$ cat config.mk
export PLATFORM = sky130hd
export DESIGN_NAME = sorted_insert_queue_flat
export DESIGN_NICKNAME = d
export VERILOG_FILES = /design/src/hw/rtl/siq_pkg.sv /design/src/hw/rtl/siq_if.sv /design/src/hw/rtl/siq_mem.sv /design/src/hw/rtl/siq_seq.sv /design/src/hw/rtl/sorted_insert_queue.sv /design/src/flat_wrapper.sv
export SDC_FILE = /design/constraint.sdc
export NUM_CORES = 1
export LEC_CHECK = 0
export ABC_AREA = 1
export BUFFER_PORTS_ARGS = -buffer_cell sky130_fd_sc_hd__buf_2
export CORE_MARGIN = 2
export CORE_UTILIZATION = 58
export CTS_BUF_LIST = sky130_fd_sc_hd__clkbuf_4 sky130_fd_sc_hd__clkbuf_8
export CTS_CLUSTER_SIZE = 20
export DETAILED_ROUTE_END_ITERATION = 8
export GPL_TIMING_DRIVEN = 1
export PLACE_DENSITY = 0.74
export SYNTH_ARGS = -nofsm -noshare
export SYNTH_HDL_FRONTEND = slang
export SYNTH_HIERARCHICAL = 1
export SYNTH_SLANG_ARGS = --single-unit
$ cat constraint.sdc
create_clock -name clk_i -period 3.7 [get_ports clk_i]
set_input_delay 0.74 -clock clk_i [delete_from_list [all_inputs] [get_ports clk_i]]
set_output_delay 0.74 -clock clk_i [all_outputs]
set_load 0.01 [all_outputs]
$ cat src/hw/rtl/siq_pkg.sv
// Shared types and codes of the sorted insert queue.
`timescale 1ns / 1ps

package siq_pkg;

  localparam int CMD_BITS        = 2;
  localparam int POS_BITS        = 5;
  localparam int STATUS_BITS     = 3;
  localparam int OUT_HANDLE_BITS = 16;
  localparam int COUNT_BITS      = 5;

  localparam logic [CMD_BITS-1:0] CMD_ORDERED = 2'd0;
  localparam logic [CMD_BITS-1:0] CMD_AT_POS  = 2'd1;
  localparam logic [CMD_BITS-1:0] CMD_POP     = 2'd2;
  localparam logic [CMD_BITS-1:0] CMD_REMOVE  = 2'd3;

  localparam logic [STATUS_BITS-1:0] ST_OK       = 3'd0;
  localparam logic [STATUS_BITS-1:0] ST_BADPOS   = 3'd1;
  localparam logic [STATUS_BITS-1:0] ST_FULL     = 3'd2;
  localparam logic [STATUS_BITS-1:0] ST_EMPTY    = 3'd3;
  localparam logic [STATUS_BITS-1:0] ST_NOTFOUND = 3'd4;

  typedef struct packed {
    logic [STATUS_BITS-1:0]     status;
    logic [OUT_HANDLE_BITS-1:0] popped_handle;
    logic [OUT_HANDLE_BITS-1:0] front_handle;
    logic [OUT_HANDLE_BITS-1:0] back_handle;
    logic [COUNT_BITS-1:0]      entry_count;
  } siq_result_t;

endpackage

$ cat src/hw/rtl/siq_if.sv
// Command and result channel interfaces of the sorted insert queue.
`timescale 1ns / 1ps

interface siq_in_if #(
  parameter int HANDLE_BITS = 16,
  parameter int KEY_BITS    = 16
) ();
  import siq_pkg::*;

  logic                   valid;
  logic                   ready;
  logic [CMD_BITS-1:0]    cmd;
  logic [HANDLE_BITS-1:0] item_handle;
  logic [KEY_BITS-1:0]    item_key;
  logic [POS_BITS-1:0]    position;

  modport source (output valid, cmd, item_handle, item_key, position, input ready);
  modport sink   (input valid, cmd, item_handle, item_key, position, output ready);
endinterface

interface siq_out_if ();
  import siq_pkg::*;

  logic                       valid;
  logic                       ready;
  logic [STATUS_BITS-1:0]     status;
  logic [OUT_HANDLE_BITS-1:0] popped_handle;
  logic [OUT_HANDLE_BITS-1:0] front_handle;
  logic [OUT_HANDLE_BITS-1:0] back_handle;
  logic [COUNT_BITS-1:0]      entry_count;

  modport source (output valid, status, popped_handle, front_handle, back_handle,
                  entry_count, input ready);
  modport sink   (input valid, status, popped_handle, front_handle, back_handle,
                  entry_count, output ready);
endinterface

$ cat src/hw/rtl/siq_mem.sv
// Entry store: one write port and one registered read port.
`timescale 1ns / 1ps

module siq_mem #(
  parameter int DEPTH  = 16,
  parameter int WIDTH  = 32,
  parameter int ADDR_W = $clog2(DEPTH)
) (
  input  logic              clk_i,
  input  logic              we_i,
  input  logic [ADDR_W-1:0] waddr_i,
  input  logic [WIDTH-1:0]  wdata_i,
  input  logic [ADDR_W-1:0] raddr_i,
  output logic [WIDTH-1:0]  rdata_o
);

  logic [WIDTH-1:0] mem_q [DEPTH];
  logic [WIDTH-1:0] rdata_q;

  always_ff @(posedge clk_i) begin
    if (we_i) begin
      mem_q[waddr_i] <= wdata_i;
    end
  end

  always_ff @(posedge clk_i) begin
    rdata_q <= mem_q[raddr_i];
  end

  assign rdata_o = rdata_q;

endmodule

$ cat src/hw/rtl/siq_seq.sv
// Sequencer that scans and shifts the entry store one slot at a time.
`timescale 1ns / 1ps

module siq_seq #(
  parameter int CAPACITY    = 16,
  parameter int HANDLE_BITS = 16,
  parameter int KEY_BITS    = 16,
  parameter int IDX_W       = $clog2(CAPACITY),
  parameter int DATA_W      = HANDLE_BITS + KEY_BITS
) (
  input  logic                         clk_i,
  input  logic                         rst_ni,
  input  logic                         in_valid_i,
  output logic                         in_ready_o,
  input  logic [siq_pkg::CMD_BITS-1:0] cmd_i,
  input  logic [HANDLE_BITS-1:0]       handle_i,
  input  logic [KEY_BITS-1:0]          key_i,
  input  logic [siq_pkg::POS_BITS-1:0] pos_i,
  output logic                         res_valid_o,
  input  logic                         res_ready_i,
  output siq_pkg::siq_result_t         res_o,
  output logic                         mem_we_o,
  output logic [IDX_W-1:0]             mem_waddr_o,
  output logic [DATA_W-1:0]            mem_wdata_o,
  output logic [IDX_W-1:0]             mem_raddr_o,
  input  logic [DATA_W-1:0]            mem_rdata_i
);
  import siq_pkg::*;

  localparam int CNT_W = $clog2(CAPACITY + 1);
  localparam int SW    = 4;

  localparam logic [SW-1:0] S_IDLE     = 4'd0;
  localparam logic [SW-1:0] S_SCAN_RD  = 4'd1;
  localparam logic [SW-1:0] S_SCAN_CMP = 4'd2;
  localparam logic [SW-1:0] S_INS_RD   = 4'd3;
  localparam logic [SW-1:0] S_INS_WR   = 4'd4;
  localparam logic [SW-1:0] S_POP_RD   = 4'd5;
  localparam logic [SW-1:0] S_POP_CAP  = 4'd6;
  localparam logic [SW-1:0] S_REM_RD   = 4'd7;
  localparam logic [SW-1:0] S_REM_WR   = 4'd8;
  localparam logic [SW-1:0] S_RPT_F    = 4'd9;
  localparam logic [SW-1:0] S_RPT_B    = 4'd10;
  localparam logic [SW-1:0] S_RPT_L    = 4'd11;
  localparam logic [SW-1:0] S_DONE     = 4'd12;

  logic [SW-1:0]              state_q, state_d;
  logic [CNT_W-1:0]           count_q, count_d;
  logic [CNT_W-1:0]           idx_q, idx_d;
  logic [CNT_W-1:0]           at_q, at_d;
  logic [CMD_BITS-1:0]        cmd_q, cmd_d;
  logic [HANDLE_BITS-1:0]     handle_q, handle_d;
  logic [KEY_BITS-1:0]        key_q, key_d;
  logic [STATUS_BITS-1:0]     status_q, status_d;
  logic [OUT_HANDLE_BITS-1:0] popped_q, popped_d;
  logic [OUT_HANDLE_BITS-1:0] front_q, front_d;
  logic [OUT_HANDLE_BITS-1:0] back_q, back_d;

  logic [HANDLE_BITS-1:0] rd_handle;
  logic [KEY_BITS-1:0]    rd_key;
  logic                   hit;
  logic [CNT_W-1:0]       idx_m1, idx_p1, count_m1;
  logic                   is_full, is_empty, pos_bad;

  logic [POS_BITS+CNT_W-1:0]                pos_ext, count_ext;
  logic [HANDLE_BITS+OUT_HANDLE_BITS-1:0]   rd_handle_ext;
  logic [CNT_W+COUNT_BITS-1:0]              count_out_ext;

  assign rd_handle = mem_rdata_i[DATA_W-1:KEY_BITS];
  assign rd_key    = mem_rdata_i[KEY_BITS-1:0];

  // The one compare unit: key order for ordered insert, handle match for remove.
  assign hit = (cmd_q == CMD_ORDERED) ? (rd_key >= key_q) : (rd_handle == handle_q);

  assign idx_m1   = idx_q - CNT_W'(1);
  assign idx_p1   = idx_q + CNT_W'(1);
  assign count_m1 = count_q - CNT_W'(1);

  assign is_full   = (count_q >= CNT_W'(CAPACITY));
  assign is_empty  = (count_q == '0);
  assign pos_ext   = {{CNT_W{1'b0}}, pos_i};
  assign count_ext = {{POS_BITS{1'b0}}, count_q};
  assign pos_bad   = (pos_ext > count_ext);

  assign rd_handle_ext = {{OUT_HANDLE_BITS{1'b0}}, rd_handle};
  assign count_out_ext = {{COUNT_BITS{1'b0}}, count_q};

  always_comb begin
    state_d     = state_q;
    count_d     = count_q;
    idx_d       = idx_q;
    at_d        = at_q;
    cmd_d       = cmd_q;
    handle_d    = handle_q;
    key_d       = key_q;
    status_d    = status_q;
    popped_d    = popped_q;
    front_d     = front_q;
    back_d      = back_q;
    mem_we_o    = 1'b0;
    mem_waddr_o = idx_q[IDX_W-1:0];
    mem_wdata_o = mem_rdata_i;
    mem_raddr_o = idx_q[IDX_W-1:0];
    in_ready_o  = 1'b0;
    res_valid_o = 1'b0;

    case (state_q)
      S_IDLE: begin
        in_ready_o = 1'b1;
        if (in_valid_i) begin
          cmd_d    = cmd_i;
          handle_d = handle_i;
          key_d    = key_i;
          status_d = ST_OK;
          popped_d = '0;
          idx_d    = '0;
          case (cmd_i)
            CMD_ORDERED: begin
              if (is_full) begin
                status_d = ST_FULL;
                state_d  = S_RPT_F;
              end else begin
                state_d = S_SCAN_RD;
              end
            end
            CMD_AT_POS: begin
              if (pos_bad) begin
                status_d = ST_BADPOS;
                state_d  = S_RPT_F;
              end else if (is_full) begin
                status_d = ST_FULL;
                state_d  = S_RPT_F;
              end else begin
                at_d    = pos_ext[CNT_W-1:0];
                idx_d   = count_q;
                state_d = S_INS_RD;
              end
            end
            CMD_POP: begin
              if (is_empty) begin
                status_d = ST_EMPTY;
                state_d  = S_RPT_F;
              end else begin
                state_d = S_POP_RD;
              end
            end
            default: begin
              if (is_empty) begin
                status_d = ST_EMPTY;
                state_d  = S_RPT_F;
              end else begin
                state_d = S_SCAN_RD;
              end
            end
          endcase
        end
      end

      S_SCAN_RD: begin
        if (idx_q == count_q) begin
          if (cmd_q == CMD_ORDERED) begin
            at_d    = idx_q;
            state_d = S_INS_RD;
          end else begin
            status_d = ST_NOTFOUND;
            state_d  = S_RPT_F;
          end
        end else begin
          state_d = S_SCAN_CMP;
        end
      end

      S_SCAN_CMP: begin
        if (hit) begin
          if (cmd_q == CMD_ORDERED) begin
            at_d    = idx_q;
            idx_d   = count_q;
            state_d = S_INS_RD;
          end else begin
            state_d = S_REM_RD;
          end
        end else begin
          idx_d   = idx_p1;
          state_d = S_SCAN_RD;
        end
      end

      // Shift the tail down by one slot, from the end toward the insert point.
      S_INS_RD: begin
        mem_raddr_o = idx_m1[IDX_W-1:0];
        if (idx_q == at_q) begin
          mem_we_o    = 1'b1;
          mem_waddr_o = at_q[IDX_W-1:0];
          mem_wdata_o = {handle_q, key_q};
          count_d     = count_q + CNT_W'(1);
          state_d     = S_RPT_F;
        end else begin
          state_d = S_INS_WR;
        end
      end

      S_INS_WR: begin
        mem_we_o    = 1'b1;
        mem_waddr_o = idx_q[IDX_W-1:0];
        mem_wdata_o = mem_rdata_i;
        idx_d       = idx_m1;
        state_d     = S_INS_RD;
      end

      S_POP_RD: begin
        mem_raddr_o = '0;
        state_d     = S_POP_CAP;
      end

      S_POP_CAP: begin
        popped_d = rd_handle_ext[OUT_HANDLE_BITS-1:0];
        idx_d    = '0;
        state_d  = S_REM_RD;
      end

      // Close the gap by pulling later entries up one slot.
      S_REM_RD: begin
        mem_raddr_o = idx_p1[IDX_W-1:0];
        if (idx_p1 == count_q) begin
          count_d = count_m1;
          state_d = S_RPT_F;
        end else begin
          state_d = S_REM_WR;
        end
      end

      S_REM_WR: begin
        mem_we_o    = 1'b1;
        mem_waddr_o = idx_q[IDX_W-1:0];
        mem_wdata_o = mem_rdata_i;
        idx_d       = idx_p1;
        state_d     = S_REM_RD;
      end

      S_RPT_F: begin
        mem_raddr_o = '0;
        if (is_empty) begin
          front_d = '0;
          back_d  = '0;
          state_d = S_DONE;
        end else begin
          state_d = S_RPT_B;
        end
      end

      S_RPT_B: begin
        front_d     = rd_handle_ext[OUT_HANDLE_BITS-1:0];
        mem_raddr_o = count_m1[IDX_W-1:0];
        state_d     = S_RPT_L;
      end

      S_RPT_L: begin
        back_d  = rd_handle_ext[OUT_HANDLE_BITS-1:0];
        state_d = S_DONE;
      end

      S_DONE: begin
        res_valid_o = 1'b1;
        if (res_ready_i) begin
          state_d = S_IDLE;
        end
      end

      default: begin
        state_d = S_IDLE;
      end
    endcase
  end

  always_ff @(posedge clk_i or negedge rst_ni) begin
    if (!rst_ni) begin
      state_q <= S_IDLE;
      count_q <= '0;
    end else begin
      state_q <= state_d;
      count_q <= count_d;
    end
  end

  always_ff @(posedge clk_i) begin
    idx_q    <= idx_d;
    at_q     <= at_d;
    cmd_q    <= cmd_d;
    handle_q <= handle_d;
    key_q    <= key_d;
    status_q <= status_d;
    popped_q <= popped_d;
    front_q  <= front_d;
    back_q   <= back_d;
  end

  assign res_o.status        = status_q;
  assign res_o.popped_handle = popped_q;
  assign res_o.front_handle  = front_q;
  assign res_o.back_handle   = back_q;
  assign res_o.entry_count   = count_out_ext[COUNT_BITS-1:0];

endmodule

$ cat src/hw/rtl/sorted_insert_queue.sv
// Top level of the sorted insert queue: sequencer, entry store and result register.
`timescale 1ns / 1ps

// Channel   Direction  Beat contents
// cmd_i     in         cmd, item_handle, item_key, position
// res_o     out        status, popped_handle, front_handle, back_handle, entry_count
//
// Each command beat is handled by a sequencer that owns the single port pair of the
// entry store and works through the beat slot by slot. An ordered insert or a remove
// scans with a read and a compare step per entry passed over; each slot moved by an
// insert or a removal takes a read and a write step; reporting reads head and tail in
// S_RPT_F, S_RPT_B and S_RPT_L, and accept and handoff use S_IDLE and S_DONE. Entries
// passed over and entries moved never add up to more than the count. Reset clears the
// entry count and the sequencer; the store contents are never cleared, since only
// slots below the count are used. cmd_i is ready only while the sequencer is idle. A
// finished result sits in an output register, so the next command is taken while res_o
// is stalled; the sequencer waits only if a second result is ready first.

module sorted_insert_queue #(
  parameter int CAPACITY    = 16,
  parameter int HANDLE_BITS = 16,
  parameter int KEY_BITS    = 16
) (
  input  logic      clk_i,
  input  logic      rst_ni,
  siq_in_if.sink    cmd_i,
  siq_out_if.source res_o
);
  import siq_pkg::*;

  localparam int IDX_W  = $clog2(CAPACITY);
  localparam int DATA_W = HANDLE_BITS + KEY_BITS;

  logic              seq_res_valid;
  logic              seq_res_ready;
  siq_result_t       seq_res;
  logic              mem_we;
  logic [IDX_W-1:0]  mem_waddr;
  logic [DATA_W-1:0] mem_wdata;
  logic [IDX_W-1:0]  mem_raddr;
  logic [DATA_W-1:0] mem_rdata;

  logic        out_valid_q, out_valid_d;
  siq_result_t out_q;

  siq_seq #(
    .CAPACITY    (CAPACITY),
    .HANDLE_BITS (HANDLE_BITS),
    .KEY_BITS    (KEY_BITS)
  ) u_seq (
    .clk_i       (clk_i),
    .rst_ni      (rst_ni),
    .in_valid_i  (cmd_i.valid),
    .in_ready_o  (cmd_i.ready),
    .cmd_i       (cmd_i.cmd),
    .handle_i    (cmd_i.item_handle),
    .key_i       (cmd_i.item_key),
    .pos_i       (cmd_i.position),
    .res_valid_o (seq_res_valid),
    .res_ready_i (seq_res_ready),
    .res_o       (seq_res),
    .mem_we_o    (mem_we),
    .mem_waddr_o (mem_waddr),
    .mem_wdata_o (mem_wdata),
    .mem_raddr_o (mem_raddr),
    .mem_rdata_i (mem_rdata)
  );

  siq_mem #(
    .DEPTH (CAPACITY),
    .WIDTH (DATA_W)
  ) u_mem (
    .clk_i   (clk_i),
    .we_i    (mem_we),
    .waddr_i (mem_waddr),
    .wdata_i (mem_wdata),
    .raddr_i (mem_raddr),
    .rdata_o (mem_rdata)
  );

  // The output register takes a new result when it is empty or being drained.
  assign seq_res_ready = !out_valid_q || res_o.ready;

  always_comb begin
    out_valid_d = out_valid_q;
    if (seq_res_valid && seq_res_ready) begin
      out_valid_d = 1'b1;
    end else if (res_o.ready) begin
      out_valid_d = 1'b0;
    end
  end

  always_ff @(posedge clk_i or negedge rst_ni) begin
    if (!rst_ni) begin
      out_valid_q <= 1'b0;
    end else begin
      out_valid_q <= out_valid_d;
    end
  end

  always_ff @(posedge clk_i) begin
    if (seq_res_valid && seq_res_ready) begin
      out_q <= seq_res;
    end
  end

  assign res_o.valid         = out_valid_q;
  assign res_o.status        = out_q.status;
  assign res_o.popped_handle = out_q.popped_handle;
  assign res_o.front_handle  = out_q.front_handle;
  assign res_o.back_handle   = out_q.back_handle;
  assign res_o.entry_count   = out_q.entry_count;

endmodule

$ cat src/flat_wrapper.sv
// flat-port wrapper written by rule: the top's interface ports become plain ports
module sorted_insert_queue_flat import siq_pkg::*;
#(
  parameter int CAPACITY    = 16,
  parameter int HANDLE_BITS = 16,
  parameter int KEY_BITS    = 16
)
  (clk_i, rst_ni, cmd_i_valid, cmd_i_cmd, cmd_i_item_handle, cmd_i_item_key, cmd_i_position, cmd_i_ready, res_o_valid, res_o_status, res_o_popped_handle, res_o_front_handle, res_o_back_handle, res_o_entry_count, res_o_ready);
  siq_in_if #(.HANDLE_BITS(HANDLE_BITS), .KEY_BITS(KEY_BITS)) cmd_i_i ();
  siq_out_if res_o_i ();
  input  logic clk_i;
  input  logic rst_ni;
  input wire logic [$bits(cmd_i_i.valid)-1:0] cmd_i_valid;
  input wire logic [$bits(cmd_i_i.cmd)-1:0] cmd_i_cmd;
  input wire logic [$bits(cmd_i_i.item_handle)-1:0] cmd_i_item_handle;
  input wire logic [$bits(cmd_i_i.item_key)-1:0] cmd_i_item_key;
  input wire logic [$bits(cmd_i_i.position)-1:0] cmd_i_position;
  output wire logic [$bits(cmd_i_i.ready)-1:0] cmd_i_ready;
  output wire logic [$bits(res_o_i.valid)-1:0] res_o_valid;
  output wire logic [$bits(res_o_i.status)-1:0] res_o_status;
  output wire logic [$bits(res_o_i.popped_handle)-1:0] res_o_popped_handle;
  output wire logic [$bits(res_o_i.front_handle)-1:0] res_o_front_handle;
  output wire logic [$bits(res_o_i.back_handle)-1:0] res_o_back_handle;
  output wire logic [$bits(res_o_i.entry_count)-1:0] res_o_entry_count;
  input wire logic [$bits(res_o_i.ready)-1:0] res_o_ready;
  assign cmd_i_i.valid = cmd_i_valid;
  assign cmd_i_i.cmd = cmd_i_cmd;
  assign cmd_i_i.item_handle = cmd_i_item_handle;
  assign cmd_i_i.item_key = cmd_i_item_key;
  assign cmd_i_i.position = cmd_i_position;
  assign cmd_i_ready = cmd_i_i.ready;
  assign res_o_valid = res_o_i.valid;
  assign res_o_status = res_o_i.status;
  assign res_o_popped_handle = res_o_i.popped_handle;
  assign res_o_front_handle = res_o_i.front_handle;
  assign res_o_back_handle = res_o_i.back_handle;
  assign res_o_entry_count = res_o_i.entry_count;
  assign res_o_i.ready = res_o_ready;
  sorted_insert_queue #(.CAPACITY(CAPACITY), .HANDLE_BITS(HANDLE_BITS), .KEY_BITS(KEY_BITS)) u_core (.clk_i(clk_i), .rst_ni(rst_ni), .cmd_i(cmd_i_i), .res_o(res_o_i));
endmodule
# Word-level counts from Yosys, hierarchy flattened

Memories as Yosys holds them, arrays and structs flattened. A register that Yosys moved wholly into a read port is not among the register bits.
Cells that the tools add are included.

Word-level logic and storage cells: 143
Input port bits: 43
Memories: 1
Memory bits (writable): 512
Register bits: 161

Memories:

| name               | words | width | read ports | clocked after memory_dff | write ports | line          | source |
|---|---|---|---|---|---|---|---|
| u_core.u_mem.mem_q | 16    | 32    | 1          | 1                        | 1           | siq_mem.sv:17 | `logic [WIDTH-1:0] mem_q [DEPTH];` |

Add/subtract/negate cells: 4
Eq/ne operators: 30
Reduce and logical (&&, ||, !) cells: 27
Multiplexer cells: 61
Order comparisons: 3

Operator list:

| cell                                              | count |
|---|---|
| case mux 16 bit (2 select lines)                  | 3 |
| two-way mux 5 bit                                 | 15 |
| two-way mux 32 bit                                | 2 |
| two-way mux 4 bit                                 | 13 |
| case mux 4 bit (12 select lines)                  | 1 |
| two-way mux 16 bit                                | 2 |
| case mux 5 bit (5 select lines)                   | 1 |
| == test 4 bit (second input constant)             | 5 |
| inequality test 2 bit (second input constant)     | 9 |
| == test 16 bit                                    | 1 |
| == test 4 x 3 -> 1 bit (second input constant)    | 4 |
| >= comparator 16 bit                              | 1 |
| case mux 4 bit (4 select lines)                   | 1 |
| == test 5 bit                                     | 3 |
| two-way mux 3 bit                                 | 5 |
| case mux 5 bit (3 select lines)                   | 1 |
| case mux 4 bit (3 select lines)                   | 1 |
| nonzero test 2 bit                                | 6 |
| adder 5 x 1 -> 5 bit (second input constant)      | 2 |
| case mux 5 bit (2 select lines)                   | 1 |
| AND reduction 2 bit                               | 5 |
| subtractor 5 x 1 -> 5 bit (second input constant) | 2 |
| two-way mux 1 bit                                 | 9 |
| == test 4 x 2 -> 1 bit (second input constant)    | 2 |
| other kinds (23)                                  | 30 |

# Depth between registers and ports, before layout

Gate-level depths: netlist of run 1.

Depth after elaboration: 6
Depth in mapped cells: 18
Depth with buffers taken out: 17

# Modules after synthesis

Netlist of run 1, hierarchy kept.

By module, submodules not included:

| module              | seq. area each (um^2) | times used | cells an instance | area an instance (um^2) |
|---|---|---|---|---|
| siq_mem             | 16,015.4              | 1          | 2,121             | 22,738.1 |
| siq_seq             | 3,078.0               | 1          | 663               | 5,865.6 |
| sorted_insert_queue | 1,706.6               | 1          | 62                | 1,726.7 |

# Worst setup path before layout of run 1

No wires, ideal clock.

Kind: register to register
From: reg u_core.u_seq.state_q[1]
To: reg u_core.out_q (netlist bit u_core/res_o.back_handle[0]), enable pin
Setup slack: -0.286 ns
Cell stages (with the launch flop): 6
Path buffers: 0
Data arrival time: 3.498 ns
Cells stage by stage: dfrtp_1 > inv_1 > nand2_2 > nor2_1 > inv_1 > a21oi_1

Longest elaborated chain between the ends: 3

Ends and longest elaborated chain:

| what                     | line                       | source |
|---|---|---|
| start: declaration       | siq_seq.sv:47              | `logic [SW-1:0] state_q, state_d;` |
| start signal: assignment | siq_seq.sv:280             | `state_q <= state_d;` |
| == test 4 bit            | siq_seq.sv:107             | `case (state_q)` |
| two-way mux 1 bit        | siq_seq.sv:107             |  |
| net u_core.seq_res_valid | sorted_insert_queue.sv:34  | `logic seq_res_valid;` |
| logical AND 1 bit        | sorted_insert_queue.sv:102 | `if (seq_res_valid && seq_res_ready) begin` |
| end signal: assignment   | sorted_insert_queue.sv:103 | `out_q <= seq_res;` |
| end: declaration         | sorted_insert_queue.sv:44  | `siq_result_t out_q;` |

The timed path passes the listed nets, and every way through them passes these cells.
A chain may end at the register's enable or synchronous reset.

# Final worst setup path of run 1

From: reg u_core.u_seq.state_q[3]
To: reg u_core.u_mem.rdata_q[16], in the netlist u_core/u_mem/rdata_o[16] (read register of u_core.u_mem.mem_q)

Longest elaborated chain between the ends: 3
Elaborated cells between the ends (all ways): 7

Ends and longest elaborated chain:

| what                                                           | line                      | source |
|---|---|---|
| == test 4 bit / == test 4 x 3 -> 1 bit (equally long branches) | siq_seq.sv:107            |  |
| OR reduction 2 bit (no line)                                   | --                        |  |
| case mux 4 bit (4 select lines) *                              | siq_seq.sv:107            |  |
| net u_core.mem_raddr[0]                                        | sorted_insert_queue.sv:40 | `logic [IDX_W-1:0] mem_raddr;` |
| end: declaration                                               | siq_mem.sv:18             | `logic [WIDTH-1:0] rdata_q;` |

Mark *: on every way through the listed nets, which the timed path passes. The rest lies on a longest branch.

==> impl_metrics.csv, run 1 <==
group,metric,value,unit
run_status,status,"finished, final reports clean",
timing,maxClockFrequency,0.298,GHz
routing,route.detailed.drc,0,
synth,synth_top_cell_by_area,"edfxtp_1",
routing,post_drt_via_cell_ratio,5.42,
die,die_area,54100,µm²
timing,fin_crit_sh,0.906,
worst_setup_path,worst_path_most_repeated_cell,"nand2_1",
hold_path,class_of_the_tightest_hold_or_removal_check,"in -> reg",
finish,finalNetCount,3056,
global_routing,number_of_global_route_vias_before_repair,20000,
timing,period_minus_slack,3350,ps
finish,seqCellArea,20800,µm²
finish,layout-drive-gt1-share,0.123,
global_routing,use_met2,0.438,
hold_path,worstHoldPathCells,1,
placement,place.gp.congestion,0.933,
worst_setup_path,crit_slowest_cell,"bufinv_8",
placement,place.detailed.hpwl,39800,µm
timing,rsz0062_at_grt,"false",
hold_path,worstHoldEndpoint,"u_core/u_seq/key_q[0]$_DFFE_PP_",
routing,drt_first_iter_violations,2166,
global_routing,grtUsageTotal,0.266,
die,die_w,233,µm
global_routing,globalRouteMet3Util,0.0531,
synth,post_synth_num_cell_types,40,
global_routing,grt_max_degree,138,
finish,area_growth,11.9,%
global_routing,grt_most_used_layer,"met2",
pwr,peak_supply_drop,0.000813,V
synth,edff_count_synth,663,
synth,ys_warn_count,6,
worst_setup_path,cp_top_family,"buffers and inverters",
clocking,h-tree-depth,3,
worst_setup_path,slowest_delay,770,ps
synth,fraction_of_synthesized_cell_area_taken_by_the_top_area_cell_type,0.656,
pwr,static-leakage-power,0.0145,µW
synth,synth_async_sr_flop_share,0.0142,
worst_setup_path,crit_path_cells,"inv_2, nand2_1, nor2_1, nor4_2, nand2_1, o211ai_1, bufinv_8, buf_4, nand2_1, nand3_1, nand3_1, nand3_1, nand2_1",
timing,report.final.hold_viol_count,0,
global_routing,gr-total-overflow,0,
finish,area_taken_by_multi_input_logic_gates,7050,µm²
synth,synth.yosys.seq_area_share,0.686,
synth,synth_area_leaders,"edfxtp_1 (66%), nand2_1 (10%), nand3_1 (6.9%)",
synth,post_synth.cell_area_avg,10.7,µm²
worst_setup_path,startpoint_type,"flip-flop",
run,count_of_max_cap_constraint_violations,0,
synth,yosys_most_used_dff,"edfxtp_1",
pwr,fin_total_pwr,30400,µW
timing,timing.final.max_slew_violations,0,
die,floorplan.io_pins,101,
global_routing,grt_antenna_before_repair,0,
synth,mappedNetlistArea,30300,µm²
clocking,clock_insertion_delay_at_the_later_pin_of_the_skew_report,730,ps
worst_setup_path,worstReg2RegEnd,"u_core/u_mem/rdata_o[16]$_DFF_P_",
timing,worst_margin_pin_slew,1300,ps
synth,synth_fp_nets,2915,
timing,finalClockSkew,43.9,ps
finish,fillers,3863,
global_routing,grt_pass1_wl,109000,µm
die,starting_density_of_the_core,0.589,
placement,io_port_bufs,100,
clocking,numCtsBuffers,110,
die,design.core.area,51500,µm²
worst_setup_path,timing.critical_path.arrival,3960,ps
clocking,clockBufferDepth,3,
timing,fin_hold_ws,185,ps
worst_setup_path,r2r_slack,350,ps
routing,avgRoutedWirePerCell,18.7,µm
timing,finalSetupViolCount,0,
synth,synthesis.instances,2846,
routing,detail_route.first_pass.iterations,7,
routing,drt_wl_total,70400,µm
worst_setup_path,cp.required,4310,ps
clocking,cts_tree,"built",
die,placement_row_count,83,
clocking,numClockSinks,705,
worst_setup_path,worstSetupEndpointType,"flip-flop",
pwr,power_density,896,nW/µm²
routing,drt.antenna.violating_nets,0,
worst_setup_path,bufs_and_invs_on_worst_path,3,
die,die_h,233,µm
worst_setup_path,critical_path_peak_fanout,137,
clocking,root_buffer,"clkbuf_8",
routing,via_count,20400,
worst_setup_path,critical_setup_path_kind,"reg -> reg",
clocking,clk_pin_slew,60,ps
timing,setup-tns-final,0,ps
hold_path,hold_path_startpoint,"cmd_i_item_key[0]",
worst_setup_path,worstRegToRegCells,13,
timing,timing.slew.headroom,0.125,
synth,ys_top_cells_by_count,"nand2_1 (835), edfxtp_1 (663), inv_1 (473), nand3_1 (418), nor2_1 (115)",
synth,post-synth-top-count-cell,"nand2_1",
global_routing,gr-usage-met1,0.348,
worst_setup_path,timing.rr.start,"u_core/u_seq/state_q[3]$_DFFE_PN0P_",
synth,synth.ff_latch_count,705,
finish,antenna-diode-count,0,
[cell families (layout without fill, tap and decap cells)]
| group | Yosys count | in the layout | synth area share |
|---|---|---|---|
| adder cells (fa/ha/maj) | 26 | 26 | 0.0107 |
| flip-flops | 705 | 705 | 0.686 |
| buffers and inverters | 605 | 844 | 0.0867 |
| AND/OR/NAND/NOR | 1402 | 1402 | 0.194 |
| AO/OA/AOI/OAI | 79 | 79 | 0.0140 |
| XOR/XNOR | 29 | 29 | 0.00837 |
[power breakdown]
| group | internal (µW) | switching (µW) | total (µW) |
|---|---|---|---|
| Sequential | 10600 | 468 | 11100 |
| Clock | 3800 | 3040 | 6840 |
| Combinational | 3540 | 8950 | 12500 |
[cell usage in the layout, fill, tap and decap left out, drive strengths merged, types with 12 or more instances in the layout]
cell type	instances
xor2	23
o21ai	49
nand3	418
clkinv	41
nand2	839
a21oi	20
buf	152
ha	26
edfxtp	663
nor2	120
dfxtp	32
inv	484
nand4	12
clkbuf	159
[per-stage QoR]
step	setup WS [ps]	cells	utilization	area, µm²
after global placement	343	3554	0.613	31600
after floorplan	364	2846	-	30300
final	346	3765	0.659	33900
after global routing	111	3765	0.659	33900
after CTS	280	3765	0.659	33900
after detailed placement	318	3554	0.613	31600
[worst max path at each step]
stage | depth (start not counted) | startpoint | to | slack, ps
floorplan | 8 | u_core/u_seq/idx_q[0]$_DFFE_PP_ | u_core/u_mem/mem_q[11][0]$_DFFE_PP_ | 360
global placement | 13 | u_core/u_seq/state_q[3]$_DFFE_PN0P_ | u_core/u_mem/rdata_o[7]$_DFF_P_ | 340
detailed placement | 13 | u_core/u_seq/state_q[3]$_DFFE_PN0P_ | u_core/u_mem/rdata_o[7]$_DFF_P_ | 320
CTS | 13 | u_core/u_seq/state_q[3]$_DFFE_PN0P_ | u_core/u_mem/rdata_o[7]$_DFF_P_ | 280
global route | 14 | u_core/u_seq/state_q[3]$_DFFE_PN0P_ | u_core/u_mem/rdata_o[7]$_DFF_P_ | 110
finish | 13 | u_core/u_seq/state_q[3]$_DFFE_PN0P_ | u_core/u_mem/rdata_o[16]$_DFF_P_ | 350
[worst register-to-register path, stage by stage (launching register included)]
cell      delay, ps
dfrtp_1         420
inv_2            70
nand2_1         200
nor2_1          290
nor4_2          110
nand2_1          70
o211ai_1        250
bufinv_8        770
buf_4           550
nand2_1         100
nand3_1          90
nand3_1          90
nand3_1         120
nand2_1         100
[registers in the layout (all words and copies together) (netlist names)]
register	cells
u_core/u_seq/key_q	16
u_core/res_o.popped_handle	16
u_core/res_o.back_handle	16
u_core/u_mem/mem_q	512
u_core/u_seq/count_q	5
u_core/u_seq/idx_q	5
u_core/u_seq/cmd_q	2
u_core/u_seq/status_q	3
u_core/u_seq/popped_q	16
u_core/res_o.front_handle	16
u_core/res_o.entry_count	5
u_core/u_mem/rdata_o	32
u_core/u_seq/state_q	4
u_core/u_seq/back_q	16
u_core/res_o.status	3
u_core/res_o.valid	1
u_core/u_seq/front_q	16
u_core/u_seq/handle_q	16
u_core/u_seq/at_q	5
[layout make-up]
type,count,share of cell area
Sequential cell,705,0.613
Multi-Input combinational cell,1536,0.208
Clock buffer,159,0.0582
Clock inverter,51,0.0111
Tap cell,680,0.0251
Timing Repair Buffer,153,0.0310
Inverter,481,0.0538
[repair_timing]
action                                 4_1_cts  5_1_grt
setup endpoints to repair                    0        1
hold buffers                                 1        0
resized for setup                            0        2
setup buffers                                0        0
endpoints found under the hold margin       10        0
[routing by layer]
layer  wire, µm  vias up
li1           -     9581
met1      28000     9706
met2      34100      940
met3       6200      169
met4       2110        0
met5          0        -
No activity file was read; power rests on OpenSTA's default activity.
==> run 2, diff against run 1 <==
--- a/config.mk
+++ b/config.mk
@@ -5,12 +5,11 @@
 export SDC_FILE = /design/constraint.sdc
 export NUM_CORES = 1
 export LEC_CHECK = 0
-export ABC_AREA = 1
 export BUFFER_PORTS_ARGS = -buffer_cell sky130_fd_sc_hd__buf_2
 export CORE_MARGIN = 2
 export CORE_UTILIZATION = 58
 export CTS_BUF_LIST = sky130_fd_sc_hd__clkbuf_4 sky130_fd_sc_hd__clkbuf_8
-export CTS_CLUSTER_SIZE = 20
+export CTS_CLUSTER_SIZE = 40
 export DETAILED_ROUTE_END_ITERATION = 8
 export GPL_TIMING_DRIVEN = 1
 export PLACE_DENSITY = 0.74
==> impl_metrics.csv, run 2 <==
group,metric,value,unit
run_status,status,"finished, final reports clean",
timing,fin_ws,309,ps
timing,fin_hold_ws,200,ps
finish,area_taken_by_multi_input_logic_gates,6440,µm²
synth,ys_top_cells_by_count,"edfxtp_1 (663), mux4_2 (128), nand2_1 (78), a22oi_1 (66), nor2_1 (43)",
routing,detail_route.first_pass.iterations,5,
finish,largest_reg_flops,512,
synth,yosys_most_used_dff,"edfxtp_1",
worst_setup_path,startpoint_type,"flip-flop",
global_routing,gr-total-overflow,0,
pwr,switching_power,9160,µW
synth,synthesis.instances,1452,
die,placement_row_count,79,
worst_setup_path,timing.critical_path.arrival,3790,ps
die,design.core.area,46800,µm²
finish,fillers,2980,
pwr,clockPowerShare,0.228,
synth,fraction_of_synthesized_cell_area_taken_by_the_top_area_cell_type,0.722,
die,die_w,222,µm
clocking,cts_tree,"built",
clocking,clock_insertion_delay_at_the_later_pin_of_the_skew_report,710,ps
finish,layout-drive-gt1-share,0.302,
timing,report.final.hold_viol_count,0,
global_routing,grtUsageTotal,0.250,
finish,finalNetCount,1721,
hold_path,class_of_the_tightest_hold_or_removal_check,"in -> reg",
clocking,postcts_setup_bufs,0,
timing,period_minus_slack,3390,ps
placement,dp.cells,2148,
placement,io_port_bufs,100,
placement,place.detailed.hpwl,35000,µm
worst_setup_path,critical_setup_path_kind,"reg -> reg",
timing,timing.final.max_slew_violations,0,
worst_setup_path,cp.required,4100,ps
global_routing,grt_antenna_before_repair,0,
run,count_of_max_cap_constraint_violations,0,
die,floorplan.io_pins,101,
finish,seqCellArea,20800,µm²
finish,final_common_cell,"edfxtp_1",
finish,final_util,0.675,
synth,synth_fp_nets,1521,
worst_setup_path,timing.rr.start,"u_core/u_seq/idx_q[4]$_DFFE_PP_",
timing,fin_crit_sh,0.917,
global_routing,number_of_global_route_vias_before_repair,15000,
synth,post-synth-top-count-cell,"edfxtp_1",
placement,placement.cell_area,29400,µm²
worst_setup_path,crit_path_start,"u_core/u_seq/idx_q[4]$_DFFE_PP_",
routing,drt.antenna.violating_nets,0,
synth,edff_count_synth,663,
synth,post_synth_num_cell_types,63,
pwr,sw_frac_of_total,0.333,
routing,via_count,14400,
hold_path,hold_path_startpoint,"cmd_i_item_key[3]",
synth,synth_top_cell_by_area,"edfxtp_1",
pwr,power_density,871,nW/µm²
timing,timing.slew.headroom,0.276,
timing,finalClockSkew,23.2,ps
synth,synth.ff_latch_count,705,
synth,synth.yosys.seq_area_share,0.754,
finish,antenna-diode-count,0,
clocking,h-tree-depth,3,
worst_setup_path,r2r_slack,310,ps
pwr,power_report.internal_total,18300,µW
synth,post_synth.cell_area_avg,19.0,µm²
clocking,cts_resized,0,
finish,area_growth,14.4,%
synth,synth_area_leaders,"edfxtp_1 (72%), mux4_2 (10%), dfxtp_1 (2.3%)",
synth,synth_async_sr_flop_share,0.0142,
placement,place.gp.congestion,0.887,
routing,drt_wl_total,59800,µm
synth,mappedNetlistArea,27600,µm²
pwr,power.sequential.fraction,0.403,
clocking,root_buffer,"clkbuf_8",
timing,finalSetupViolCount,0,
timing,worst_margin_pin_slew,1080,ps
die,die_h,222,µm
global_routing,grt_pass1_wl,90900,µm
pwr,share_of_power_burned_in_combinational_logic,0.369,
pwr,peak_supply_drop,0.000707,V
routing,drt_first_iter_violations,1438,
routing,avgRoutedWirePerCell,25.5,µm
synth,ys_warn_count,6,
finish,layout.cells.most_common_list,"edfxtp_1 (663), mux4_2 (128), clkbuf_8 (111), buf_2 (100), nand2_1 (78)",
routing,route.detailed.drc,0,
finish,fin_cells,2343,
clocking,numClockSinks,705,
clocking,numCtsBuffers,108,
timing,maxClockFrequency,0.295,GHz
worst_setup_path,worstSetupEndpointType,"flip-flop",
worst_setup_path,critical_path_peak_fanout,9,
pwr,static-leakage-power,0.0108,µW
finish,registers.top_by_ff_count,"u_core/u_mem/mem_q",
routing,post_drt_via_cell_ratio,6.15,
clocking,clk_pin_slew,60,ps
die,die_area,49300,µm²
clocking,clockBufferDepth,3,
die,starting_density_of_the_core,0.590,
finish,final_area,31600,µm²
placement,post-place-ws,311,ps
timing,rsz0062_at_grt,"false",
global_routing,grt_max_degree,59,
==> run 2: cell types whose count changed after synthesis, sizes merged, moves of 9 or more <==
cell and change:
nand2 -761, nor2 -77, buf -65, and3 +32, a22oi +66, mux2 +20, xnor2 +14, inv -452
and2 +19, clkbuf +22, nor2b +9, nand3 -403, nor3 +14, mux4 +128
==> run 2: metrics by stage <==
stage	total power [µW]	setup TNS, ps
final	27500	0
after global placement	21200	0
after detailed placement	21400	0
after CTS	27700	0
after floorplan	18200	-37240
after global routing	28900	0
==> run 2: final cells by class <==
type	instances	share of cell area
Sequential cell	705	0.659
Multi-Input combinational cell	636	0.204
Clock buffer	163	0.0608
Timing Repair Buffer	171	0.0419
Tap cell	607	0.0241
Clock inverter	31	0.00662
Inverter	30	0.00357
==> run 2: repair_timing <==
action,in CTS,in global routing
hold buffers,1,0
endpoints found under the hold margin,10,0
endpoints found under the setup margin,0,0
==> run 2: worst paths after layout <==
check                           cells after the start                                     end
worst max-delay path                                8     u_core/u_mem/mem_q[11][1]$_DFFE_PP_
worst min-delay path                                1         u_core/u_seq/key_q[3]$_DFFE_PP_
worst max register to register                      8     u_core/u_mem/mem_q[11][1]$_DFFE_PP_
worst min register to register                      0  u_core/res_o.front_handle[1]$_DFFE_PP_
max in group asynchronous                           2     u_core/u_seq/state_q[3]$_DFFE_PN0P_
min in group asynchronous                           2     u_core/u_seq/count_q[4]$_DFFE_PN0P_
==> run 2: power by group through the flow <==
stage               Clock [µW]  Combinational, µW  Sequential (µW)
floorplan                    0               7230            11000
global placement             0               9980            11200
detailed placement           0              10200            11200
CTS                       6410              10200            11100
global route              6750              11000            11100
finish                    6270              10200            11100
==> run 2: kinds of logic after synthesis <==
logic type,Yosys count,synth area share
AND/OR/NAND/NOR,249,0.0448
XOR/XNOR,42,0.0138
flip-flops,705,0.754
adder cells (fa/ha/maj),26,0.0118
buffers and inverters,111,0.0187
AO/OA/AOI/OAI,170,0.0415
multiplexers,149,0.115
==> run 2: metal layers <==
| layer | track usage | wire length (µm) | vias up |
|---|---|---|---|
| met3 | 0.0490 | 4750 | 95 |
| met5 | 0 | 0 | - |
| met2 | 0.416 | 30100 | 648 |
| met1 | 0.337 | 23800 | 7411 |
| met4 | 0.0806 | 1170 | 0 |
| li1 | - | - | 6245 |
==> run 2: worst max-delay path, stage by stage, from the launching register on <==
cell      delay [ps]
edfxtp_1         510
xnor2_1          200
nand3_1          120
or2_1            260
or3_2            500
o21ai_0          260
nand3b_1         420
nor2_4           510
buf_4            290
